**config.mk**
```make
export PLATFORM = sky130hd
export DESIGN_NAME = html_to_text_stripper_flat
export DESIGN_NICKNAME = d
export VERILOG_FILES = /design/src/rtl/core/h2t_pkg.sv /design/src/rtl/core/h2t_stream_if.sv /design/src/rtl/core/html_to_text_stripper.sv /design/src/rtl/core/h2t_front.sv /design/src/rtl/core/h2t_cmd_fifo.sv /design/src/rtl/core/h2t_back.sv /design/src/flat_wrapper.sv
export SDC_FILE = /design/constraint.sdc
export NUM_CORES = 1
export LEC_CHECK = 0
export BUFFER_PORTS_ARGS = -buffer_cell sky130_fd_sc_hd__buf_2
export CORE_MARGIN = 1.5
export CORE_UTILIZATION = 64
export DETAILED_ROUTE_END_ITERATION = 7
export HOLD_SLACK_MARGIN = 0.1
export PLACE_DENSITY = 0.81
export SLEW_MARGIN = 20
export SYNTH_ARGS = -nofsm -noshare
export SYNTH_HDL_FRONTEND = slang
export SYNTH_HIERARCHICAL = 1
export SYNTH_SLANG_ARGS = --single-unit
```
**constraint.sdc**
```tcl
create_clock -name clk_i -period 7.36 [get_ports clk_i]
set_input_delay 0.368 -clock clk_i [delete_from_list [all_inputs] [get_ports clk_i]]
set_output_delay 0.368 -clock clk_i [all_outputs]
set_load 0.02 [all_outputs]
```
**src/rtl/core/h2t_pkg.sv**
```systemverilog
// Package with the shared types, constants and lookup functions of the HTML text stripper.
`default_nettype none

package h2t_pkg;

  // Parser modes.
  typedef enum logic [2:0] {
    MODE_TEXT  = 3'd0,
    MODE_ENT   = 3'd1,
    MODE_OPEN  = 3'd2,
    MODE_TAG   = 3'd3,
    MODE_BLOCK = 3'd4
  } mode_e;

  // Characters with a special role.
  localparam logic [7:0] ChLt    = 8'h3C;
  localparam logic [7:0] ChGt    = 8'h3E;
  localparam logic [7:0] ChAmp   = 8'h26;
  localparam logic [7:0] ChSpace = 8'h20;
  localparam logic [7:0] ChNul   = 8'h00;

  // Number of known entities and the index of the one that decodes to a space.
  localparam int unsigned NumEnt = 6;
  localparam logic [2:0]  EntNbsp = 3'd5;

  // Slots of one request in output order.
  localparam int unsigned NumSlots = 7;
  localparam logic [2:0]  SlotAmp  = 3'd0;
  localparam logic [2:0]  SlotChar = 3'd5;
  localparam logic [2:0]  SlotDone = 3'd6;

  // Results caused by one input byte, in the order they leave the block:
  // an ampersand, up to four held bytes, one character, the end marker.
  typedef struct packed {
    logic            amp;
    logic [2:0]      nheld;
    logic [3:0][7:0] held;
    logic            has_char;
    logic [7:0]      chr;
    logic            done;
  } cmd_t;

  // Body of entity k after the ampersand; element 0 is the first byte.
  function automatic logic [4:0][7:0] ent_body(input logic [2:0] k);
    logic [4:0][7:0] b;
    unique case (k)
      3'd0:    b = {ChNul, ";", "p", "m", "a"};
      3'd1:    b = {ChNul, ChNul, ";", "t", "l"};
      3'd2:    b = {ChNul, ChNul, ";", "t", "g"};
      3'd3:    b = {";", "t", "o", "u", "q"};
      3'd4:    b = {ChNul, ";", "9", "3", "#"};
      3'd5:    b = {";", "p", "s", "b", "n"};
      default: b = '0;
    endcase
    return b;
  endfunction

  function automatic logic [2:0] ent_len(input logic [2:0] k);
    logic [2:0] n;
    unique case (k)
      3'd0:    n = 3'd4;
      3'd1:    n = 3'd3;
      3'd2:    n = 3'd3;
      3'd3:    n = 3'd5;
      3'd4:    n = 3'd4;
      3'd5:    n = 3'd5;
      default: n = 3'd0;
    endcase
    return n;
  endfunction

  function automatic logic [7:0] ent_char(input logic [2:0] k);
    logic [7:0] c;
    unique case (k)
      3'd0:    c = ChAmp;
      3'd1:    c = ChLt;
      3'd2:    c = ChGt;
      3'd3:    c = 8'h22;
      3'd4:    c = 8'h27;
      3'd5:    c = ChSpace;
      default: c = ChNul;
    endcase
    return c;
  endfunction

  // Tag names and closing tags, element 0 first.
  localparam logic [5:0][7:0] OpenScript  = {"t", "p", "i", "r", "c", "s"};
  localparam logic [4:0][7:0] OpenStyle   = {"e", "l", "y", "t", "s"};
  localparam logic [7:0][7:0] CloseScript = {"t", "p", "i", "r", "c", "s", "/", "<"};
  localparam logic [6:0][7:0] CloseStyle  = {"e", "l", "y", "t", "s", "/", "<"};

  function automatic logic [7:0] lower_ascii(input logic [7:0] v);
    return (v >= "A" && v <= "Z") ? v + 8'd32 : v;
  endfunction

  function automatic logic is_white(input logic [7:0] v);
    return (v == ChSpace) || (v >= 8'd9 && v <= 8'd13);
  endfunction

endpackage

`default_nettype wire

```
**src/rtl/core/h2t_stream_if.sv**
```systemverilog
// Stream interfaces for the input bytes and the plain text results.
`default_nettype none

interface h2t_in_if;
  logic       valid;
  logic       ready;
  logic [7:0] text_byte;
  logic       end_of_text;

  modport source (output valid, output text_byte, output end_of_text, input ready);
  modport sink (input valid, input text_byte, input end_of_text, output ready);
endinterface

interface h2t_out_if;
  logic       valid;
  logic       ready;
  logic [7:0] out_char;
  logic       char_valid;
  logic       run_last;
  logic       text_done;

  modport source (output valid, output out_char, output char_valid, output run_last,
                  output text_done, input ready);
  modport sink (input valid, input out_char, input char_valid, input run_last,
                input text_done, output ready);
endinterface

`default_nettype wire

```
**src/rtl/core/html_to_text_stripper.sv**
```systemverilog
// Top level of the HTML to plain text stripper.
//
// The in_i channel takes one HTML byte per request together with an end of
// text flag; the out_o channel gives plain text bytes, each with char_valid,
// run_last on the last result of its input byte, and text_done on the bare
// end marker that closes a text. Both channels use valid/ready.
// The front end parses one byte per cycle while the queue has room, and queues
// the results of each byte as one request in a two-entry queue; the back end
// sends those results one per cycle while the receiver is ready. The results
// of a byte pass through the queue and the back end's request register first.
// A byte causes zero to seven results, so the input runs at one byte per
// cycle as long as bytes average at most one result; an entity flush (up to
// seven results) can hold the input while the back end drains the queue.
// While the receiver stalls, the queue fills and then the input stalls; no
// result is lost or repeated. Reset puts the parser in text mode and empties
// the queue and the output stage; the block is ready at once.
`default_nettype none

module html_to_text_stripper
  import h2t_pkg::*;
(
  input  wire logic clk_i,
  input  wire logic rst_ni,
  h2t_in_if.sink    in_i,
  h2t_out_if.source out_o
);

  cmd_t front_cmd;
  logic front_valid;
  logic front_ready;
  cmd_t back_cmd;
  logic back_valid;
  logic back_ready;

  h2t_front u_front (
    .clk_i       (clk_i),
    .rst_ni      (rst_ni),
    .in_i        (in_i),
    .cmd_o       (front_cmd),
    .cmd_valid_o (front_valid),
    .cmd_ready_i (front_ready)
  );

  h2t_cmd_fifo u_fifo (
    .clk_i      (clk_i),
    .rst_ni     (rst_ni),
    .wr_data_i  (front_cmd),
    .wr_valid_i (front_valid),
    .wr_ready_o (front_ready),
    .rd_data_o  (back_cmd),
    .rd_valid_o (back_valid),
    .rd_ready_i (back_ready)
  );

  h2t_back u_back (
    .clk_i       (clk_i),
    .rst_ni      (rst_ni),
    .cmd_i       (back_cmd),
    .cmd_valid_i (back_valid),
    .cmd_ready_o (back_ready),
    .out_o       (out_o)
  );

endmodule

`default_nettype wire

```
**src/rtl/core/h2t_front.sv**
```systemverilog
// Front end: parses each input byte and turns it into at most one output request.
`default_nettype none

module h2t_front
  import h2t_pkg::*;
(
  input  wire logic clk_i,
  input  wire logic rst_ni,
  h2t_in_if.sink    in_i,
  output cmd_t      cmd_o,
  output logic      cmd_valid_o,
  input  wire logic cmd_ready_i
);

  mode_e           mode_q, mode_d;
  logic            prev_space_q, prev_space_d;
  logic [3:0][7:0] held_q, held_d;
  logic [2:0]      hcnt_q, hcnt_d;
  logic [2:0]      mp_q, mp_d;
  logic            is_style_q, is_style_d;
  logic [1:0]      cand_q, cand_d;

  logic [7:0] v;
  logic [7:0] lv;
  logic       accept;
  logic       do_plain;
  logic       flushed;
  logic [2:0] ent_n;
  logic       matched;
  logic       ok;
  logic [2:0] hit;
  logic [1:0] alive;
  logic [3:0] mp_inc;
  logic       blk_hit;
  logic [4:0][7:0] body;
  cmd_t       cmd;

  assign v      = in_i.text_byte;
  assign lv     = lower_ascii(v);
  assign accept = in_i.valid && in_i.ready;

  // Parser next state and the results this byte causes.
  always_comb begin
    mode_d       = mode_q;
    prev_space_d = prev_space_q;
    held_d       = held_q;
    hcnt_d       = hcnt_q;
    mp_d         = mp_q;
    is_style_d   = is_style_q;
    cand_d       = cand_q;
    cmd          = '0;
    do_plain     = 1'b0;
    flushed      = 1'b0;
    matched      = 1'b0;
    ok           = 1'b0;
    hit          = '0;
    alive        = '0;
    blk_hit      = 1'b0;
    body         = '0;
    ent_n        = hcnt_q + 3'd1;
    mp_inc       = {1'b0, mp_q} + 4'd1;

    if (v != ChNul) begin
      unique case (mode_q)
        MODE_TEXT: begin
          do_plain = 1'b1;
        end
        MODE_ENT: begin
          // First entity whose body still agrees with the held bytes and this one.
          for (int k = 0; k < NumEnt; k++) begin
            if (!matched && ent_n <= ent_len(3'(k))) begin
              body = ent_body(3'(k));
              ok   = (body[ent_n - 3'd1] == v);
              for (int j = 0; j < 4; j++) begin
                if (3'(j + 1) < ent_n && held_q[j] != body[j]) begin
                  ok = 1'b0;
                end
              end
              if (ok) begin
                matched = 1'b1;
                hit     = 3'(k);
              end
            end
          end
          if (matched) begin
            if (ent_n == ent_len(hit)) begin
              cmd.has_char = 1'b1;
              cmd.chr      = ent_char(hit);
              prev_space_d = (hit == EntNbsp);
              hcnt_d       = '0;
              mode_d       = MODE_TEXT;
            end else begin
              held_d[hcnt_q[1:0]] = v;
              hcnt_d              = hcnt_q + 3'd1;
            end
          end else begin
            // Mismatch: the pending text goes out unchanged, then the byte as text.
            cmd.amp      = 1'b1;
            cmd.held     = held_q;
            cmd.nheld    = hcnt_q;
            prev_space_d = 1'b0;
            hcnt_d       = '0;
            mode_d       = MODE_TEXT;
            flushed      = 1'b1;
            do_plain     = 1'b1;
          end
        end
        MODE_OPEN: begin
          alive[0] = cand_q[0] && (mp_q < 3'd6) && (lv == OpenScript[mp_q]);
          alive[1] = cand_q[1] && (mp_q < 3'd5) && (lv == OpenStyle[mp_q]);
          if (alive == 2'b00) begin
            mode_d = (v == ChGt) ? MODE_TEXT : MODE_TAG;
            mp_d   = '0;
            cand_d = '0;
          end else if (alive[0] && mp_inc == 4'd6) begin
            mode_d     = MODE_BLOCK;
            is_style_d = 1'b0;
            mp_d       = '0;
            cand_d     = '0;
          end else if (alive[1] && mp_inc == 4'd5) begin
            mode_d     = MODE_BLOCK;
            is_style_d = 1'b1;
            mp_d       = '0;
            cand_d     = '0;
          end else begin
            cand_d = alive;
            mp_d   = mp_inc[2:0];
          end
        end
        MODE_TAG: begin
          if (v == ChGt) begin
            mode_d = MODE_TEXT;
          end
        end
        MODE_BLOCK: begin
          // Track progress through the closing tag of the open block.
          if (is_style_q) begin
            blk_hit = (mp_q < 3'd7) && (lv == CloseStyle[mp_q]);
          end else begin
            blk_hit = (lv == CloseScript[mp_q]);
          end
          if (blk_hit) begin
            if ((is_style_q && mp_inc == 4'd7) || (!is_style_q && mp_inc == 4'd8)) begin
              mode_d = MODE_TAG;
              mp_d   = '0;
            end else begin
              mp_d = mp_inc[2:0];
            end
          end else begin
            mp_d = (v == ChLt) ? 3'd1 : 3'd0;
          end
        end
        default: begin
          mode_d = MODE_TEXT;
        end
      endcase
    end

    // Plain text handling, also for the byte that broke an entity.
    if (do_plain) begin
      if (v == ChLt) begin
        mode_d = MODE_OPEN;
        mp_d   = '0;
        cand_d = 2'b11;
      end else if (v == ChAmp) begin
        mode_d = MODE_ENT;
        hcnt_d = '0;
      end else if (is_white(v)) begin
        if (!prev_space_d) begin
          cmd.has_char = 1'b1;
          cmd.chr      = ChSpace;
          prev_space_d = 1'b1;
        end
      end else begin
        cmd.has_char = 1'b1;
        cmd.chr      = v;
        prev_space_d = 1'b0;
      end
    end

    // End of text: release a pending entity, add the marker, reset the parser.
    if (in_i.end_of_text) begin
      if (mode_d == MODE_ENT) begin
        if (flushed) begin
          cmd.has_char = 1'b1;
          cmd.chr      = ChAmp;
        end else begin
          cmd.amp   = 1'b1;
          cmd.held  = held_d;
          cmd.nheld = hcnt_d;
        end
      end
      cmd.done     = 1'b1;
      mode_d       = MODE_TEXT;
      prev_space_d = 1'b1;
      hcnt_d       = '0;
      mp_d         = '0;
      is_style_d   = 1'b0;
      cand_d       = '0;
    end
  end

  assign cmd_o       = cmd;
  assign cmd_valid_o = in_i.valid && (cmd.amp || cmd.has_char || cmd.done);
  assign in_i.ready  = cmd_ready_i;

  // Parser control state.
  always_ff @(posedge clk_i or negedge rst_ni) begin
    if (!rst_ni) begin
      mode_q       <= MODE_TEXT;
      prev_space_q <= 1'b1;
      hcnt_q       <= '0;
      mp_q         <= '0;
      is_style_q   <= 1'b0;
      cand_q       <= '0;
    end else if (accept) begin
      mode_q       <= mode_d;
      prev_space_q <= prev_space_d;
      hcnt_q       <= hcnt_d;
      mp_q         <= mp_d;
      is_style_q   <= is_style_d;
      cand_q       <= cand_d;
    end
  end

  // Held entity bytes carry no reset.
  always_ff @(posedge clk_i) begin
    if (accept) begin
      held_q <= held_d;
    end
  end

endmodule

`default_nettype wire

```
**src/rtl/core/h2t_cmd_fifo.sv**
```systemverilog
// Two-entry queue of output requests between the front and back ends.
`default_nettype none

module h2t_cmd_fifo
  import h2t_pkg::*;
(
  input  wire logic clk_i,
  input  wire logic rst_ni,
  input  cmd_t      wr_data_i,
  input  wire logic wr_valid_i,
  output logic      wr_ready_o,
  output cmd_t      rd_data_o,
  output logic      rd_valid_o,
  input  wire logic rd_ready_i
);

  cmd_t       mem_q [2];
  logic       wr_ptr_q, rd_ptr_q;
  logic [1:0] count_q;
  logic       push, pop;

  assign wr_ready_o = (count_q != 2'd2);
  assign rd_valid_o = (count_q != 2'd0);
  assign rd_data_o  = mem_q[rd_ptr_q];
  assign push       = wr_valid_i && wr_ready_o;
  assign pop        = rd_valid_o && rd_ready_i;

  // Pointers and fill level.
  always_ff @(posedge clk_i or negedge rst_ni) begin
    if (!rst_ni) begin
      wr_ptr_q <= 1'b0;
      rd_ptr_q <= 1'b0;
      count_q  <= '0;
    end else begin
      if (push) begin
        wr_ptr_q <= !wr_ptr_q;
      end
      if (pop) begin
        rd_ptr_q <= !rd_ptr_q;
      end
      if (push && !pop) begin
        count_q <= count_q + 2'd1;
      end else if (pop && !push) begin
        count_q <= count_q - 2'd1;
      end
    end
  end

  // Storage.
  always_ff @(posedge clk_i) begin
    if (push) begin
      mem_q[wr_ptr_q] <= wr_data_i;
    end
  end

endmodule

`default_nettype wire

```
**src/rtl/core/h2t_back.sv**
```systemverilog
// Back end: expands each request into its result items, one per cycle while the receiver is ready.
`default_nettype none

module h2t_back
  import h2t_pkg::*;
(
  input  wire logic clk_i,
  input  wire logic rst_ni,
  input  cmd_t      cmd_i,
  input  wire logic cmd_valid_i,
  output logic      cmd_ready_o,
  h2t_out_if.source out_o
);

  cmd_t                  cmd_q;
  logic [NumSlots-1:0]   mask_q, mask_d;
  logic [NumSlots-1:0]   load_mask;
  logic [NumSlots-1:0]   rest;
  logic [2:0]            slot;
  logic                  emit;
  logic                  load;

  // Slots present in the incoming request.
  always_comb begin
    load_mask           = '0;
    load_mask[SlotAmp]  = cmd_i.amp;
    for (int j = 0; j < 4; j++) begin
      load_mask[j + 1] = (cmd_i.nheld > 3'(j));
    end
    load_mask[SlotChar] = cmd_i.has_char;
    load_mask[SlotDone] = cmd_i.done;
  end

  // Lowest pending slot goes out first.
  always_comb begin
    slot = SlotDone;
    for (int s = NumSlots - 1; s >= 0; s--) begin
      if (mask_q[s]) begin
        slot = 3'(s);
      end
    end
  end

  assign rest        = mask_q & ~(NumSlots'(1) << slot);
  assign emit        = out_o.valid && out_o.ready;
  assign cmd_ready_o = (mask_q == '0) || (emit && rest == '0);
  assign load        = cmd_valid_i && cmd_ready_o;

  always_comb begin
    if (load) begin
      mask_d = load_mask;
    end else if (emit) begin
      mask_d = rest;
    end else begin
      mask_d = mask_q;
    end
  end

  // Result fields for the current slot.
  assign out_o.valid      = (mask_q != '0);
  assign out_o.run_last   = (rest == '0);
  assign out_o.text_done  = (slot == SlotDone);
  assign out_o.char_valid = (slot != SlotDone);

  always_comb begin
    unique case (slot)
      3'd0:    out_o.out_char = ChAmp;
      3'd1:    out_o.out_char = cmd_q.held[0];
      3'd2:    out_o.out_char = cmd_q.held[1];
      3'd3:    out_o.out_char = cmd_q.held[2];
      3'd4:    out_o.out_char = cmd_q.held[3];
      3'd5:    out_o.out_char = cmd_q.chr;
      default: out_o.out_char = ChNul;
    endcase
  end

  always_ff @(posedge clk_i or negedge rst_ni) begin
    if (!rst_ni) begin
      mask_q <= '0;
    end else begin
      mask_q <= mask_d;
    end
  end

  always_ff @(posedge clk_i) begin
    if (load) begin
      cmd_q <= cmd_i;
    end
  end

endmodule

`default_nettype wire

```
**src/flat_wrapper.sv**
```systemverilog
// flat-port wrapper written by rule: the top's interface ports become plain ports
module html_to_text_stripper_flat import h2t_pkg::*;
  (clk_i, rst_ni, in_i_valid, in_i_text_byte, in_i_end_of_text, in_i_ready, out_o_valid, out_o_out_char, out_o_char_valid, out_o_run_last, out_o_text_done, out_o_ready);
  h2t_in_if in_i_i ();
  h2t_out_if out_o_i ();
  input  wire logic clk_i;
  input  wire logic rst_ni;
  input wire logic [$bits(in_i_i.valid)-1:0] in_i_valid;
  input wire logic [$bits(in_i_i.text_byte)-1:0] in_i_text_byte;
  input wire logic [$bits(in_i_i.end_of_text)-1:0] in_i_end_of_text;
  output wire logic [$bits(in_i_i.ready)-1:0] in_i_ready;
  output wire logic [$bits(out_o_i.valid)-1:0] out_o_valid;
  output wire logic [$bits(out_o_i.out_char)-1:0] out_o_out_char;
  output wire logic [$bits(out_o_i.char_valid)-1:0] out_o_char_valid;
  output wire logic [$bits(out_o_i.run_last)-1:0] out_o_run_last;
  output wire logic [$bits(out_o_i.text_done)-1:0] out_o_text_done;
  input wire logic [$bits(out_o_i.ready)-1:0] out_o_ready;
  assign in_i_i.valid = in_i_valid;
  assign in_i_i.text_byte = in_i_text_byte;
  assign in_i_i.end_of_text = in_i_end_of_text;
  assign in_i_ready = in_i_i.ready;
  assign out_o_valid = out_o_i.valid;
  assign out_o_out_char = out_o_i.out_char;
  assign out_o_char_valid = out_o_i.char_valid;
  assign out_o_run_last = out_o_i.run_last;
  assign out_o_text_done = out_o_i.text_done;
  assign out_o_i.ready = out_o_ready;
  html_to_text_stripper u_core (.clk_i(clk_i), .rst_ni(rst_ni), .in_i(in_i_i), .out_o(out_o_i));
endmodule
```
==> results.yml, run 1 <==
timing:
  final_hold_viol_count: 0
  max_transition_margin_pct: 33.55
  max_freq_mhz: 161.2
  setup_viol: 0
  finClkSkew_ns: 0.01101
  grt_setup_unrepaired: "false"
  timing_worst_slew_pin_value_ns: 0.9921
  finalSetupTns_ns: 0
  drv_slew: 0
  timing.final.crit_share_pct: 84.29
  holdWs_ns: 0.3166
  period_minus_slack_ns: 6.204
  final_worst_path_setup_slack_ns: 1.156
worst_setup_path:
  startpoint_type_of_the_worst_setup_path: "register"
  worst_setup_path_end_kind: "register"
  worst_r2r_path_depth: 17
  worstSetupPathType: "reg -> reg"
  critPathArrivalTime_ns: 6.28
  required_ns: 7.44
  path_max_fanout: 46
place:
  place.detailed.hpwl_um: 17650
  routabilityCongestion: 0.9846
  port_buffers: 25
  detailedPlace.worstSlack_ns: 1.336
  place.detailed.instances: 1171
  placed_cell_area_mm2: 0.01127
final_layout:
  nets: 999
  final_design_area_no_fill_mm2: 0.01190
  drive_gt1_share_pct: 16.55
  antenna_cells_inserted: 0
  areaGrowthSynthToFinish_pct: 6.652
  post-route-util_pct: 69.26
  layout.cells.non_filler: 1204
power_and_ir_drop:
  power.density_mw_per_mm2: 298.1
  finalPower_mw: 3.546
  power.switching_mw: 1.149
  pwr-share-seq_pct: 46.4
  peak_ir_drop_on_the_vdd_network_mv: 0.2522
  power_report.internal_total_mw: 2.398
  p_comb_share_pct: 27.2
  power.switching_fraction_pct: 32.39
  power.share.clock_pct: 26.4
  p_leak_nw: 4.180
clock_network:
  cts_htree_levels: 4
  cts_root_buf: "sky130_fd_sc_hd__clkbuf_16"
  clkSlewWorstSetupHoldPaths_ns: 0.08
  clock-sinks: 188
  clock_insertion_delay_at_the_later_pin_of_the_skew_report_ns: 0.44
  tritoncts.num_buffers: 17
  clock_path_buffers: 2
  ctsResizeCount: 0
  tritoncts: "yes"
logic_synthesis:
  seq_area_frac_synth_pct: 49.55
  synth-async-reset-ratio_pct: 12.77
  post_synth_num_cell_types: 95
  post_synth.cell_area_avg_um2: 11.26
  synth_ff_type: "sky130_fd_sc_hd__edfxtp_1"
  netlist.top_cell.by_area: "sky130_fd_sc_hd__edfxtp_1"
  post_synth_edffs: 164
  yosysWarningCount: 6
  synth.top_cell.area_share_pct: 44.15
  post_synth_instance_area_mm2: 0.01115
  cell_count_after_synthesis: 991
  ys_seq_elements: 188
  synth.net_count: 1024
  top_area_cells_in_the_synthesized_netlist: "sky130_fd_sc_hd__edfxtp_1 (44%), sky130_fd_sc_hd__dfrtp_1 (5.2%), sky130_fd_sc_hd__mux2_4 (4.0%), sky130_fd_sc_hd__mux2_2 (2.8%), sky130_fd_sc_hd__nand2_1 (2.7%)"
routing:
  wire_length_per_cell_after_detailed_routing_um: 22.17
  via_count: 8341
  drt-pass1-iter-count: 5
  first_iter_violations: 1108
  ant_nets: 0
  post-route-drc-count: 0
  detailed_route_wire_length_um: 26690
  via_per_inst: 6.928
grt:
  grt_busiest_layer: "met2"
  grt_start_max_net_pins: 57
  antenna_violations_before_repair: 0
  grt_remaining_overflow: 0
  grt_util_all_layers_pct: 30.11
  grt_util_met1_pct: 41.15
  grt_util_met3_pct: 5.781
  first_pass_grt_wire_length_um: 42000
  met2_usage_pct: 49.12
  first_global_vias: 7574
worst_hold_path:
  holdPathStages: 1
  min_delay_path_class: "in -> reg"
floorplan:
  design.die.area_mm2: 0.01823
  rows: 48
  io-pin-count: 26
  initial_core_util_pct: 64.94
  coreArea_mm2: 0.01718
  floorplan.die.width_um: 135.0
  floorplan.die.height_um: 135.0
status:
  status: "completed"
run:
  timing.max_cap.violations: 0
[final cells by class]
class / instances / area [um2]
Sequential cell: 188 / 5528
Fill cell: 1208 / 5280
Multi-Input combinational cell: 694 / 5135
Clock buffer: 17 / 425.4
Tap cell: 225 / 281.5
Timing Repair Buffer: 38 / 237.7
Clock inverter: 15 / 187.7
Inverter: 27 / 101.3
[layer usage]
metal / share of wire [%] / up-vias
met5: 0 / -
met4: 2.1 / 0
met3: 8.0 / 52
met2: 49 / 442
met1: 41 / 4065
li1: - / 3782
[worst paths after layout]
| kind | from | endpoint | slack (ns) |
|---|---|---|---|
| max | u_core/u_front/hcnt_q[1] | u_core/u_fifo/mem_q[0][15] | 1.16 |
| min | in_i_end_of_text | u_core/u_fifo/mem_q[1][0] | 0.32 |
| max reg2reg | u_core/u_front/hcnt_q[1] | u_core/u_fifo/mem_q[0][15] | 1.16 |
| min reg2reg | u_core/u_front/cand_q[0] | u_core/u_front/cand_q[0] | 0.49 |
| max in group asynchronous | rst_ni | u_core/u_fifo/rd_ptr_q | 6.46 |
| min in group asynchronous | rst_ni | u_core/u_front/hcnt_q[0] | 0.47 |
[flip-flops by register name, summed over array words and instances, names as in the netlist]
name / count
u_core/u_back/cmd_q: 40
u_core/u_back/mask_q: 7
u_core/u_fifo/count_q: 2
u_core/u_fifo/mem_q: 92
u_core/u_fifo/rd_ptr_q: 1
u_core/u_fifo/wr_ptr_q: 1
u_core/u_front/cand_q: 2
u_core/u_front/hcnt_q: 3
u_core/u_front/held_q: 32
u_core/u_front/is_style_q: 1
u_core/u_front/mode_q: 3
u_core/u_front/mp_q: 3
u_core/u_front/prev_space_q: 1
[synthesized netlist by cell type, types with 23 or more instances]
master and n:
sky130_fd_sc_hd__dfrtp_1 23, sky130_fd_sc_hd__o21ai_0 32, sky130_fd_sc_hd__mux2_4 30, sky130_fd_sc_hd__mux2_2 28
sky130_fd_sc_hd__clkbuf_1 41, sky130_fd_sc_hd__inv_1 26, sky130_fd_sc_hd__nand2_1 81, sky130_fd_sc_hd__edfxtp_1 164
sky130_fd_sc_hd__o2111ai_1 30, sky130_fd_sc_hd__nand3_1 45, sky130_fd_sc_hd__nor2_1 42, sky130_fd_sc_hd__buf_2 23
sky130_fd_sc_hd__nand4_1 36, sky130_fd_sc_hd__xnor2_1 27, sky130_fd_sc_hd__a21oi_1 28
[worst max-delay path, cell delays in order, from the launching register on]
cell                       delay (ns)
sky130_fd_sc_hd__dfrtp_1         0.50
sky130_fd_sc_hd__ha_1            0.47
sky130_fd_sc_hd__inv_1           0.13
sky130_fd_sc_hd__ha_1            0.60
sky130_fd_sc_hd__inv_1           0.21
sky130_fd_sc_hd__ha_1            0.65
sky130_fd_sc_hd__mux2i_1         0.30
sky130_fd_sc_hd__mux2i_1         0.23
sky130_fd_sc_hd__nand4_1         0.12
sky130_fd_sc_hd__nor4_2          0.56
sky130_fd_sc_hd__a21oi_1         0.22
sky130_fd_sc_hd__a21oi_2         0.35
sky130_fd_sc_hd__nor3b_2         0.37
sky130_fd_sc_hd__a21oi_1         0.14
sky130_fd_sc_hd__a21boi_1        0.19
sky130_fd_sc_hd__nand2_1         0.14
sky130_fd_sc_hd__nor2_4          0.11
sky130_fd_sc_hd__buf_4           0.49
[power by group through the flow]
stage / Clock, mW / Sequential (mW) / Combinational, mW
after floorplan: 0 / 1.60 / 0.767
after global placement: 0 / 1.64 / 0.938
after detailed placement: 0 / 1.66 / 0.955
after CTS: 0.949 / 1.64 / 0.967
after global routing: 0.989 / 1.67 / 1.04
final: 0.937 / 1.64 / 0.965
[cell usage in the layout, fill, tap and decap left out, drive strengths merged, types with 5 or more instances in the layout]
master	count
clkinv	5
nand3	45
a22oi	8
o2111ai	30
nand2b	20
inv	36
xor2	12
nor2	43
ha	20
a31oi	5
nor2b	8
nand4b	6
clkbuf	17
o211ai	15
a22o	7
o31ai	7
edfxtp	164
o41ai	5
mux2i	7
dfrtp	23
and2	11
nand2	81
or4	6
and3	9
nor4b	8
nor4	15
or2	7
mux2	66
nor3	13
nor3b	10
nand4	36
o21ai	49
xnor2	27
a21oi	29
or3	7
buf	37
a221o	8
a211oi	6
[cell families after synthesis]
| family | after synthesis | synth area share (%) |
|---|---|---|
| AO/OA/AOI/OAI | 215 | 14.48 |
| buffers and inverters | 109 | 4.644 |
| XOR/XNOR | 39 | 3.062 |
| adder cells (fa/ha/maj) | 23 | 2.513 |
| multiplexers | 73 | 8.301 |
| AND/OR/NAND/NOR | 344 | 17.45 |
| flip-flops | 188 | 49.55 |
[repair_timing]
item,4_1_cts,5_1_grt
endpoints found under the hold margin,23,0
buffers inserted,0,0
hold buffers,1,0
Power figures use the tool's default switching activity.
==> inputs of run 2 (changes only) <==
- clock period: 7.36 -> 6 ns (I/O delays scaled with it)
==> results.yml, run 2 (same netlist as run 1, synthesis figures left out) <==
status:
  status: "completed"
worst_setup_path:
  critPathArrivalTime_ns: 5.85
  worst_setup_path_end_kind: "register"
  critical_path.most_common_cell: "sky130_fd_sc_hd__ha_1"
  required_ns: 6.22
  worstSetupPathType: "reg -> reg"
  critical_path_cell_with_the_highest_stage_delay: "sky130_fd_sc_hd__nor4_2"
  timing.critical_path.cells: "ha_1 -> inv_1 -> ha_1 -> inv_1 -> ha_1 -> nand2b_1 -> a211oi_1 -> nor3_1 -> nor4_2 -> nor2b_1 -> a32o_1 -> o21a_2 -> buf_4 -> a32oi_1 -> o21ai_1"
  startpoint_type_of_the_worst_setup_path: "register"
  path_max_fanout: 54
  critical_path.max_stage_delay_ns: 0.57
final_layout:
  mostFrequentLayoutCell: "sky130_fd_sc_hd__edfxtp_1"
  drive_gt1_share_pct: 16.62
  leading_registers_by_flop_count: "u_core/u_fifo/mem_q x92, u_core/u_back/cmd_q x40, u_core/u_front/held_q x32"
  post-route-util_pct: 69.06
  final-seq-area_mm2: 0.005528
  largest_register_ff_count: 92
  nets: 1001
  areaGrowthSynthToFinish_pct: 6.338
  max_flop_register: "u_core/u_fifo/mem_q"
  multiInputGateArea_mm2: 0.005130
  commonest_cells_after_routing_fill_and_taps_aside: "sky130_fd_sc_hd__edfxtp_1 (164), sky130_fd_sc_hd__nand2_1 (81), sky130_fd_sc_hd__nand3_1 (45)"
  antenna_cells_inserted: 0
  fillerInstances: 1242
floorplan:
  floorplan.die.height_um: 135.0
  initial_core_util_pct: 64.94
  coreArea_mm2: 0.01718
  io-pin-count: 26
  design.die.area_mm2: 0.01823
  floorplan.die.width_um: 135.0
  rows: 48
routing:
  detail_route.wirelength.met1_um: 11270
  detailroute.wirelength.met2_um: 12410
  detailed_route_wire_length_um: 25940
  drt-pass1-iter-count: 6
  met3_length_um: 1712
  via_count: 8090
  wire_length_per_cell_after_detailed_routing_um: 21.51
  via_per_inst: 6.708
  post-route-drc-count: 0
  ant_nets: 0
  highest-signal-layer: "met4"
  first_iter_violations: 905
grt:
  first_pass_grt_wire_length_um: 41260
  grt_util_all_layers_pct: 29.56
  grt_start_max_net_pins: 68
  grt_remaining_overflow: 0
  antenna_violations_before_repair: 0
  first_global_vias: 7391
worst_hold_path:
  min_delay_path_class: "in -> reg"
power_and_ir_drop:
  peak_ir_drop_on_the_vdd_network_mv: 0.2828
  power.density_mw_per_mm2: 360.6
  p_leak_nw: 4.169
timing:
  max_transition_margin_pct: 42.63
  finClkSkew_ns: 0.01042
  timing.final.crit_share_pct: 93.80
  setup_viol: 0
  max_freq_mhz: 177.7
  period_minus_slack_ns: 5.628
  timing_worst_slew_pin_value_ns: 0.8582
  finalSetupTns_ns: 0
  drv_slew: 0
  final_hold_viol_count: 0
  grt_setup_unrepaired: "false"
  holdWs_ns: 0.2478
place:
  routabilityCongestion: 0.9830
  port_buffers: 25
  place.detailed.hpwl_um: 17210
clock_network:
  clkSlewWorstSetupHoldPaths_ns: 0.07
  clock_path_buffers: 2
  clock-sinks: 188
  cts_root_buf: "sky130_fd_sc_hd__clkbuf_16"
  tritoncts: "yes"
  cts_htree_levels: 4
  clock_insertion_delay_at_the_later_pin_of_the_skew_report_ns: 0.44
  tritoncts.num_buffers: 17
run:
  timing.max_cap.violations: 0
## run 2: cell count changes in the layout (fill, tap and decap cells not counted), sizes merged
| cell | change |
|---|---|
| bufinv | -1 |
| inv | -2 |
| buf | +2 |
| clkinv | +2 |
| clkinvlp | +1 |
## run 2: path summary, 6_finish.rpt
check	cells past startpoint	start	slack, ns	end
worst min-delay path	1	in_i_end_of_text	0.25	u_core/u_fifo/mem_q[1][0]
worst min register to register	2	u_core/u_front/prev_space_q	0.50	u_core/u_front/prev_space_q
min in group asynchronous	2	rst_ni	0.40	u_core/u_front/mp_q[1]
max in group asynchronous	2	rst_ni	5.18	u_core/u_fifo/rd_ptr_q
worst max-delay path	15	u_core/u_front/hcnt_q[1]	0.37	u_core/u_fifo/mem_q[1][43]
worst max register to register	15	u_core/u_front/hcnt_q[1]	0.37	u_core/u_fifo/mem_q[1][43]
## run 2: routing by layer
metal | up-vias | GRT usage, %
met5 | - | 0
met4 | 0 | 9.379
met3 | 46 | 4.505
met2 | 375 | 47.04
met1 | 3889 | 42.09
li1 | 3780 | -
## run 2: final cells by class
| class | instances | area share, % |
|---|---|---|
| flip-flops and latches | 188 | 46.60 |
| multi-input cells | 694 | 43.25 |
| clock buffers | 17 | 3.586 |
| well taps | 225 | 2.373 |
| repair buffers | 40 | 2.025 |
| clock inverters | 15 | 1.308 |
| inverters | 27 | 0.8544 |
## run 2: what timing repair did
action	4_1_cts	5_1_grt
gates resized for setup	0	1
endpoints found under the setup margin	0	46
hold buffers	1	0
buffers inserted	0	0
endpoints found under the hold margin	23	0
## run 2: critical path, delay by kind of cell, from the launching register on
family / cells / cell delay [ns]
flops: 1 / 0.50
fa+ha+maj: 3 / 1.29
compound gates: 5 / 1.53
simple gates: 4 / 1.35
buf+inv: 3 / 0.73
## run 2: through the flow
| step | total power, mW | worst slack [ns] | std cells | instance area, um2 |
|---|---|---|---|---|
| floorplan | 2.908 | 0.3541 | 991 | 11160 |
| global placement | 3.159 | 0.5399 | 1173 | 11270 |
| detailed placement | 3.200 | 0.4066 | 1173 | 11270 |
| CTS | 4.291 | 0.3606 | 1206 | 11860 |
| global route | 4.463 | 0.04180 | 1206 | 11860 |
| finish | 4.277 | 0.3719 | 1206 | 11860 |
## run 2: report_power, final
| group | internal, mW | switching, mW |
|---|---|---|
| Combinational | 0.484 | 0.694 |
| Sequential | 1.85 | 0.168 |
| Clock | 0.554 | 0.525 |
| Total | 2.89 | 1.39 |
